<file path="config.mk">
export PLATFORM = sky130hd
export DESIGN_NAME = rgb_to_hsv_converter_core
export DESIGN_NICKNAME = d
export VERILOG_FILES = /design/src/rtl/core/rhc_pkg.sv /design/src/rtl/core/rhc_front.sv /design/src/rtl/core/rhc_queue.sv /design/src/rtl/core/rhc_back.sv /design/src/rtl/core/rgb_to_hsv_converter_core.sv
export SDC_FILE = /design/constraint.sdc
export NUM_CORES = 1
export LEC_CHECK = 0
export BUFFER_PORTS_ARGS = -buffer_cell sky130_fd_sc_hd__buf_4
export CORE_ASPECT_RATIO = 0.75
export CORE_UTILIZATION = 50
export CTS_CLUSTER_SIZE = 16
export DETAILED_ROUTE_END_ITERATION = 8
export HOLD_SLACK_MARGIN = 0.03
export PLACE_DENSITY = 0.68
export SETUP_SLACK_MARGIN = 0.1
export SYNTH_ARGS = -nofsm -noshare
export SYNTH_HDL_FRONTEND = slang
export SYNTH_SLANG_ARGS = --single-unit
</file>
<file path="constraint.sdc">
create_clock -name clock -period 30.4 [get_ports clock]
set_input_delay 6.08 -clock clock [delete_from_list [all_inputs] [get_ports clock]]
set_output_delay 6.08 -clock clock [all_outputs]
set_load 0.05 [all_outputs]
</file>
<file path="src/rtl/core/rhc_pkg.sv">
package rhc_pkg;

   // fixed channel width of the pixel fields
   localparam int CHAN_W = 8;

   // quotient bits out of each divider lane (hue and saturation are 8 bits)
   localparam int QUO_W = 8;

   // sector sum S*C+D stays below 6*C <= 1530
   localparam int SUM_W = 11;

   // divisor width: 6*C for hue, M for saturation
   localparam int DEN_W = 11;

   // dividend width: 255*(S*C+D) < 2^19
   localparam int NUM_W = 19;

   // default depth of the queue between classification and division
   localparam int QUEUE_DEPTH_DEF = 4;

   // one classified pixel, as it waits for the divider
   typedef struct packed {
      logic              grey;        // chroma is zero, hue forced to zero
      logic              black;       // value is zero, saturation forced to zero
      logic [SUM_W-1:0]  sector_sum;  // S*C + D, never negative
      logic [CHAN_W-1:0] chroma;
      logic [CHAN_W-1:0] value;
   } rhc_item_type;

endpackage

</file>
<file path="src/rtl/core/rhc_front.sv">
module rhc_front
   import rhc_pkg::*;
(
   input  logic                clock,
   input  logic                reset,
   input  logic                in_valid,
   output logic                in_ready,
   input  logic [CHAN_W-1:0]   red,
   input  logic [CHAN_W-1:0]   green,
   input  logic [CHAN_W-1:0]   blue,
   output logic                out_valid,
   input  logic                out_ready,
   output rhc_item_type        out_item
);

   logic              valid_ff, valid_in;
   rhc_item_type      item_ff, item_in;
   logic              take, give;

   logic [CHAN_W-1:0] hi, lo, chroma;
   logic [11:0]       sc_term, diff_term, sum_full;
   logic [11:0]       c12;

   assign give     = valid_ff & out_ready;
   assign in_ready = ~valid_ff | out_ready;
   assign take     = in_valid & in_ready;

   // largest and smallest channel
   always_comb begin
      hi = red;
      lo = red;
      if (green > hi) hi = green;
      if (blue > hi) hi = blue;
      if (green < lo) lo = green;
      if (blue < lo) lo = blue;
      chroma = hi - lo;
   end

   // sector pick, ties to red then green; red sector wraps by adding six chromas
   always_comb begin
      c12 = {4'b0, chroma};
      if (hi == red) begin
         diff_term = {4'b0, green} - {4'b0, blue};
         sc_term   = (green < blue) ? ((c12 << 2) + (c12 << 1)) : 12'd0;
      end else if (hi == green) begin
         diff_term = {4'b0, blue} - {4'b0, red};
         sc_term   = c12 << 1;
      end else begin
         diff_term = {4'b0, red} - {4'b0, green};
         sc_term   = c12 << 2;
      end
      sum_full = sc_term + diff_term;
   end

   always_comb begin
      item_in.grey       = (chroma == '0);
      item_in.black      = (hi == '0);
      item_in.sector_sum = sum_full[SUM_W-1:0];
      item_in.chroma     = chroma;
      item_in.value      = hi;
   end

   // holding register
   always_comb begin
      valid_in = valid_ff;
      if (take) valid_in = 1'b1;
      else if (give) valid_in = 1'b0;
   end

   always_ff @(posedge clock) begin
      if (reset) begin
         valid_ff <= 1'b0;
      end else begin
         valid_ff <= valid_in;
      end
   end

   always_ff @(posedge clock) begin
      if (take) begin
         item_ff <= item_in;
      end
   end

   assign out_valid = valid_ff;
   assign out_item  = item_ff;

endmodule

</file>
<file path="src/rtl/core/rhc_queue.sv">
module rhc_queue
   import rhc_pkg::*;
#(
   parameter int DEPTH = QUEUE_DEPTH_DEF
)
(
   input  logic          clock,
   input  logic          reset,
   input  logic          in_valid,
   output logic          in_ready,
   input  rhc_item_type  in_item,
   output logic          out_valid,
   input  logic          out_ready,
   output rhc_item_type  out_item
);

   localparam int PTR_W = $clog2(DEPTH);
   localparam int CNT_W = $clog2(DEPTH + 1);

   rhc_item_type     store_ff [DEPTH];
   logic [PTR_W-1:0] wr_ptr_ff, wr_ptr_in;
   logic [PTR_W-1:0] rd_ptr_ff, rd_ptr_in;
   logic [CNT_W-1:0] count_ff, count_in;
   logic             push, pop;

   assign in_ready  = (count_ff != CNT_W'(DEPTH));
   assign out_valid = (count_ff != '0);
   assign push      = in_valid & in_ready;
   assign pop       = out_valid & out_ready;
   assign out_item  = store_ff[rd_ptr_ff];

   // pointer and fill count update
   always_comb begin
      wr_ptr_in = wr_ptr_ff;
      rd_ptr_in = rd_ptr_ff;
      count_in  = count_ff;
      if (push) wr_ptr_in = (wr_ptr_ff == PTR_W'(DEPTH - 1)) ? '0 : wr_ptr_ff + 1'b1;
      if (pop)  rd_ptr_in = (rd_ptr_ff == PTR_W'(DEPTH - 1)) ? '0 : rd_ptr_ff + 1'b1;
      if (push & ~pop) count_in = count_ff + 1'b1;
      else if (pop & ~push) count_in = count_ff - 1'b1;
   end

   always_ff @(posedge clock) begin
      if (reset) begin
         wr_ptr_ff <= '0;
         rd_ptr_ff <= '0;
         count_ff  <= '0;
      end else begin
         wr_ptr_ff <= wr_ptr_in;
         rd_ptr_ff <= rd_ptr_in;
         count_ff  <= count_in;
      end
   end

   always_ff @(posedge clock) begin
      if (push) begin
         store_ff[wr_ptr_ff] <= in_item;
      end
   end

   // queue bookkeeping checks
   assert property (@(posedge clock) disable iff (reset)
      count_ff <= CNT_W'(DEPTH))
      else $error("queue count above depth");

   assert property (@(posedge clock) disable iff (reset)
      (count_ff == '0 || count_ff == CNT_W'(DEPTH)) |-> (wr_ptr_ff == rd_ptr_ff))
      else $error("queue pointers disagree with count");

   assert property (@(posedge clock) disable iff (reset)
      (push && !pop) |=> (count_ff == $past(count_ff) + 1'b1))
      else $error("queue count missed a push");

endmodule

</file>
<file path="src/rtl/core/rhc_back.sv">
module rhc_back
   import rhc_pkg::*;
(
   input  logic                clock,
   input  logic                reset,
   input  logic                in_valid,
   output logic                in_ready,
   input  rhc_item_type        in_item,
   output logic                out_valid,
   input  logic                out_ready,
   output logic [CHAN_W-1:0]   hue,
   output logic [CHAN_W-1:0]   saturation,
   output logic [CHAN_W-1:0]   value
);

   // one restoring step per quotient bit, plus the dividend setup stage
   localparam int STAGES = QUO_W + 1;

   typedef struct packed {
      logic [NUM_W-1:0]  rem_h;
      logic [NUM_W-1:0]  rem_s;
      logic [DEN_W-1:0]  den_h;
      logic [DEN_W-1:0]  den_s;
      logic [QUO_W-1:0]  quo_h;
      logic [QUO_W-1:0]  quo_s;
      logic              grey;
      logic              black;
      logic [CHAN_W-1:0] value;
   } div_stage_type;

   div_stage_type st_ff [STAGES];
   div_stage_type st_in [STAGES];
   logic          vld_ff [STAGES];
   logic          advance;

   // whole pipe moves unless the result register is held
   assign advance  = ~vld_ff[STAGES-1] | out_ready;
   assign in_ready = advance;

   // setup: dividends 255*x, divisors 6*C and M
   always_comb begin
      logic [NUM_W-1:0] t_w, c_w;
      logic [DEN_W-1:0] c_d;
      t_w = {{(NUM_W - SUM_W){1'b0}}, in_item.sector_sum};
      c_w = {{(NUM_W - CHAN_W){1'b0}}, in_item.chroma};
      c_d = {{(DEN_W - CHAN_W){1'b0}}, in_item.chroma};
      st_in[0].rem_h = (t_w << 8) - t_w;
      st_in[0].rem_s = (c_w << 8) - c_w;
      st_in[0].den_h = (c_d << 2) + (c_d << 1);
      st_in[0].den_s = {{(DEN_W - CHAN_W){1'b0}}, in_item.value};
      st_in[0].quo_h = '0;
      st_in[0].quo_s = '0;
      st_in[0].grey  = in_item.grey;
      st_in[0].black = in_item.black;
      st_in[0].value = in_item.value;
   end

   // restoring steps, most significant quotient bit first
   for (genvar j = 1; j < STAGES; j++) begin : g_step
      localparam int K = QUO_W - j;
      always_comb begin
         logic [NUM_W-1:0] trial_h, trial_s;
         trial_h  = {{(NUM_W - DEN_W){1'b0}}, st_ff[j-1].den_h} << K;
         trial_s  = {{(NUM_W - DEN_W){1'b0}}, st_ff[j-1].den_s} << K;
         st_in[j] = st_ff[j-1];
         if (st_ff[j-1].rem_h >= trial_h) begin
            st_in[j].rem_h = st_ff[j-1].rem_h - trial_h;
            st_in[j].quo_h = st_ff[j-1].quo_h | (QUO_W'(1) << K);
         end
         if (st_ff[j-1].rem_s >= trial_s) begin
            st_in[j].rem_s = st_ff[j-1].rem_s - trial_s;
            st_in[j].quo_s = st_ff[j-1].quo_s | (QUO_W'(1) << K);
         end
      end
   end

   // stage valids
   always_ff @(posedge clock) begin
      if (reset) begin
         for (int i = 0; i < STAGES; i++) vld_ff[i] <= 1'b0;
      end else if (advance) begin
         vld_ff[0] <= in_valid;
         for (int i = 1; i < STAGES; i++) vld_ff[i] <= vld_ff[i-1];
      end
   end

   // stage payload
   always_ff @(posedge clock) begin
      if (advance) begin
         for (int i = 0; i < STAGES; i++) st_ff[i] <= st_in[i];
      end
   end

   // grey and black pixels override the quotients
   assign out_valid  = vld_ff[STAGES-1];
   assign hue        = st_ff[STAGES-1].grey  ? '0 : st_ff[STAGES-1].quo_h;
   assign saturation = st_ff[STAGES-1].black ? '0 : st_ff[STAGES-1].quo_s;
   assign value      = st_ff[STAGES-1].value;

   // result held while stalled
   assert property (@(posedge clock) disable iff (reset)
      (vld_ff[STAGES-1] && !out_ready) |=> vld_ff[STAGES-1])
      else $error("result dropped during stall");

   assert property (@(posedge clock) disable iff (reset)
      (vld_ff[STAGES-1] && !out_ready) |=> $stable(st_ff[STAGES-1].quo_h))
      else $error("hue changed during stall");

   assert property (@(posedge clock) disable iff (reset)
      (vld_ff[STAGES-1] && st_ff[STAGES-1].black) |-> st_ff[STAGES-1].grey)
      else $error("black pixel with nonzero chroma");

endmodule

</file>
<file path="src/rtl/core/rgb_to_hsv_converter_core.sv">
// Path from the input transfer to the result: classification register, queue,
// dividend setup, eight restoring divide stages; one quotient bit per stage.
// Throughput: one pixel per cycle while the result side does not stall.
// A stalled result side backs up the divide pipe; the queue keeps the front accepting until full.
// Reset is synchronous, active high, and empties the front, queue and pipe.
module rgb_to_hsv_converter_core
   import rhc_pkg::*;
#(
   parameter int QUEUE_DEPTH = QUEUE_DEPTH_DEF
)
(
   input  logic        clock,
   input  logic        reset,
   input  logic        req_tvalid,
   output logic        req_tready,
   input  logic [23:0] req_tdata,   // red[7:0], green[15:8], blue[23:16]
   output logic        rsp_tvalid,
   input  logic        rsp_tready,
   output logic [23:0] rsp_tdata    // hue[7:0], saturation[15:8], value[23:16]
);

   logic         fq_valid, fq_ready;
   rhc_item_type fq_item;
   logic         qb_valid, qb_ready;
   rhc_item_type qb_item;
   logic [CHAN_W-1:0] hue, saturation, value;

   rhc_front u_front (
      .clock     (clock),
      .reset     (reset),
      .in_valid  (req_tvalid),
      .in_ready  (req_tready),
      .red       (req_tdata[7:0]),
      .green     (req_tdata[15:8]),
      .blue      (req_tdata[23:16]),
      .out_valid (fq_valid),
      .out_ready (fq_ready),
      .out_item  (fq_item)
   );

   rhc_queue #(
      .DEPTH (QUEUE_DEPTH)
   ) u_queue (
      .clock     (clock),
      .reset     (reset),
      .in_valid  (fq_valid),
      .in_ready  (fq_ready),
      .in_item   (fq_item),
      .out_valid (qb_valid),
      .out_ready (qb_ready),
      .out_item  (qb_item)
   );

   rhc_back u_back (
      .clock      (clock),
      .reset      (reset),
      .in_valid   (qb_valid),
      .in_ready   (qb_ready),
      .in_item    (qb_item),
      .out_valid  (rsp_tvalid),
      .out_ready  (rsp_tready),
      .hue        (hue),
      .saturation (saturation),
      .value      (value)
   );

   assign rsp_tdata = {value, saturation, hue};

endmodule

</file>
==> impl_metrics.ini <==
[run_status]
status = complete, no violations

[worst_setup_path]
critPathTopFamily = compound AO/OA/AOI/OAI gates
worst_path_most_repeated_cell = a21oi_1
worstPathMaxFanout = 13
crit_buf_inv = 3
crit_path_max_incr_delay_ns = 0.51
start_kind = input pin
critPathSlowestCell = a41oi_2
worstPathArrival_ns = 13.97
cp-end-kind = flop
worstSetupPathType = input pin to flop
required_ns = 30.74

[global_routing]
busiest_layer = met2
use_met1_pct = 23.18
grt_util_all_layers_pct = 18.58
grt_max_degree = 177
overflow = 0
gr-usage-met2_pct = 32.74
grt_pass1_wl_um = 106900
first_global_vias = 21360
antenna_found_initial = 0
met3_usage_pct = 2.678

[power]
seqPwrFrac_pct = 39.3
switching_power_mw = 1.761
p_clk_share_pct = 17.2
switching_share_pct = 36.33
combPwrFrac_pct = 43.6
p_leak_nw = 15.57
internal_power_mw = 3.086
vdd_drop_max_v = 0.00006036
powerDensity_nw_per_um2 = 124.0

[synthesis]
synth-seq-cells = 693
synthXorXnorAreaFrac_pct = 5.307
syn_nets = 3115
postSynthCellCount = 2829
yosysUniqueCellTypes = 86
synth_adder_area_share_pct = 9.610
synthArstFlopShare_pct = 0
synth_top_family_by_area = simple AND/OR/NAND/NOR gates
synth_warnings = 0
avgSynthCellArea_um2 = 12.52
synth_flop_cell = edfxtp_1
synth-simple-area-share_pct = 10.12
synth_edf_count = 683
muxShareOfSynthArea_pct = 3.399
synth_compound_area_share_pct = 9.087
yosysSeqAreaShare_pct = 58.48
syn_area_um2 = 35410

[cts]
clock-root-buffer = clkbuf_16
clk_pin_slew_ns = 0.06
cts_tree = done
worstSkewPairLatency_ns = 0.60
cts.path.max_buffers = 3
cts_resized = 0
cts_hold_buffers = 0
cts_sinks = 693
h-tree-depth = 3
post_cts_buffers = 0
cts-buffers-inserted = 70

[route]
dr.pass1.iters = 5
viasPerCell = 5.359
drt-wirelength-per-cell_um = 16.82
vias = 20950
drc = 0
routed_wl_um = 65750
drt_iter0_markers = 1116
detail-route-antenna-nets = 0

[placement]
place_area_um2 = 36860
globalplace.congestion = 0.8975
dp_hpwl_um = 48460
port_buffers = 53

[sta]
maxSlewViolCount = 0
period_needed_ns = 13.63
finalSetupTns_ns = 0
rsz0062_at_grt = no
finalSetupViolations = 0
finalCritPeriodShare_pct = 44.84
worst_pin_slew_ns = 1.170
max-slew-margin-rel_pct = 22.03
fin_worst_skew_ns = 0.02271
hold_viol_final = 0
fmax_mhz = 73.36

[layout]
antenna_cells = 0
final_common_cell = edfxtp_1
drive_above_1_share_pct = 8.097
final_cell_mix = edfxtp_1 (683), inv_1 (308), ha_1 (236)
final_area_um2 = 39080
fin_nets = 3198
syn2layout_area_growth_pct = 10.36

[floorplan]
ios = 54
core_um2 = 70100
dieWidth_um = 309.3
dieArea_um2 = 71900
die_height_um = 232.5
initial_utilization_pct = 50.52
rows = 84

[flow_run]
maxCapViolations = 0

[worst_hold_path]
hold_class = flop to flop
[power groups by stage]
| stage | logic, mW | clock network, mW | registers, mW |
|---|---|---|---|
| after floorplan | 1.67 | 0 | 1.82 |
| after global placement | 2.02 | 0 | 1.90 |
| after detailed placement | 2.10 | 0 | 1.92 |
| after CTS | 2.11 | 0.856 | 1.90 |
| after global routing | 2.37 | 0.893 | 1.95 |
| final | 2.11 | 0.833 | 1.90 |
[worst register-to-register path, delay by kind of cell (launching register included)]
| kind | cells | cell delay [ns] |
|---|---|---|
| flops | 1 | 0.37 |
| simple gates | 3 | 1.31 |
| xor+xnor | 1 | 0.10 |
| buf+inv | 1 | 0.05 |
| compound gates | 8 | 1.79 |
| fa+ha+maj | 1 | 0.35 |
[routing by layer]
| metal | wire (um) | share of wire [%] |
|---|---|---|
| met5 | 0 | 0 |
| met2 | 32400 | 49 |
| met3 | 2216 | 3.4 |
| met1 | 29030 | 44 |
| met4 | 2101 | 3.2 |
[metrics by stage]
stage	instances	worst slack [ns]	hold WS [ns]	total power, mW	utilization, %
6_report	3910	16.77	0.4102	4.847	55.75
5_1_grt	3910	16.21	0.4137	5.212	55.75
4_1_cts	3910	16.89	0.3897	4.873	55.75
3_5_place_dp	3786	16.28	0.4045	4.019	52.58
3_3_place_gp	3786	16.35	0.4012	3.927	52.58
2_1_floorplan	2829	7.623	0.4003	3.495	-
[kinds of logic (layout without fill, tap and decap cells)]
| family | count (synthesis) | count (layout) |
|---|---|---|
| compound gates | 522 | 522 |
| buf+inv | 360 | 495 |
| xor+xnor | 213 | 213 |
| mux | 81 | 81 |
| simple gates | 700 | 700 |
| other cells | 1 | 1 |
| flops | 693 | 693 |
| fa+ha+maj | 259 | 259 |
[cell type report]
type                    count  area, um2
fillers                  5658      31020
inverters                 310       1164
well taps                 946       1184
flip-flops and latches    693      20710
clock inverters            37      402.9
multi-input cells        1776      13330
repair buffers             61      470.5
clock buffers              87       1815
[Yosys cell counts, types with 10 or more instances]
master    instances  area [um2]
nor2b_1          66       412.9
fa_1             22       440.4
nand2b_1         56       350.3
mux2_2           12       135.1
a31oi_1          10       62.56
a21o_1           66       495.5
o21ai_0         122       610.6
nand4_1          31       193.9
dfxtp_1          10       200.2
mux2i_1          37       370.4
a21oi_1         193       965.9
inv_1           308        1156
and2_1           19       118.9
nor2_1          190       713.2
o31ai_1          13       97.59
or4_1            15       112.6
xnor2_1         145        1270
nand3_1          43       215.2
or3_1            18       112.6
o21bai_1         19       142.6
nor4_1           29       181.4
mux4_2           29       653.1
ha_1            236        2953
nand2_1         140       525.5
edfxtp_1        683       20510
a21boi_0         30       225.2
a211oi_1         12       90.09
o21a_1           12       90.09
nor3_1           47       235.2
clkbuf_1         30       112.6
xor2_1           67       586.8
[registers in the layout, summed over array words and instances, names as in the netlist, named ones only]
signal             cells
u_back.st_ff         529
u_queue.store_ff     116
u_front.out_item      29
u_back.vld_ff          9
u_queue.count_ff       3
u_queue.rd_ptr_ff      2
u_queue.wr_ptr_ff      2
u_front.out_valid      1
[final timing paths]
check | slack (ns) | depth (start not counted) | startpoint | end
worst min register to register | 0.41 | 0 | u_back.st_ff[0][103]$_DFFE_PN_ | u_back.st_ff[0][189]$_DFFE_PN_
worst max register to register | 26.18 | 14 | u_back.st_ff[0][470]$_DFFE_PN_ | u_back.st_ff[0][599]$_DFFE_PN_
worst min-delay path | 0.41 | 0 | u_back.st_ff[0][103]$_DFFE_PN_ | u_back.st_ff[0][189]$_DFFE_PN_
worst max-delay path | 16.77 | 33 | req_tdata[13] | u_front.out_item[26]$_DFFE_PP_
(Power assumes the default switching activity.)
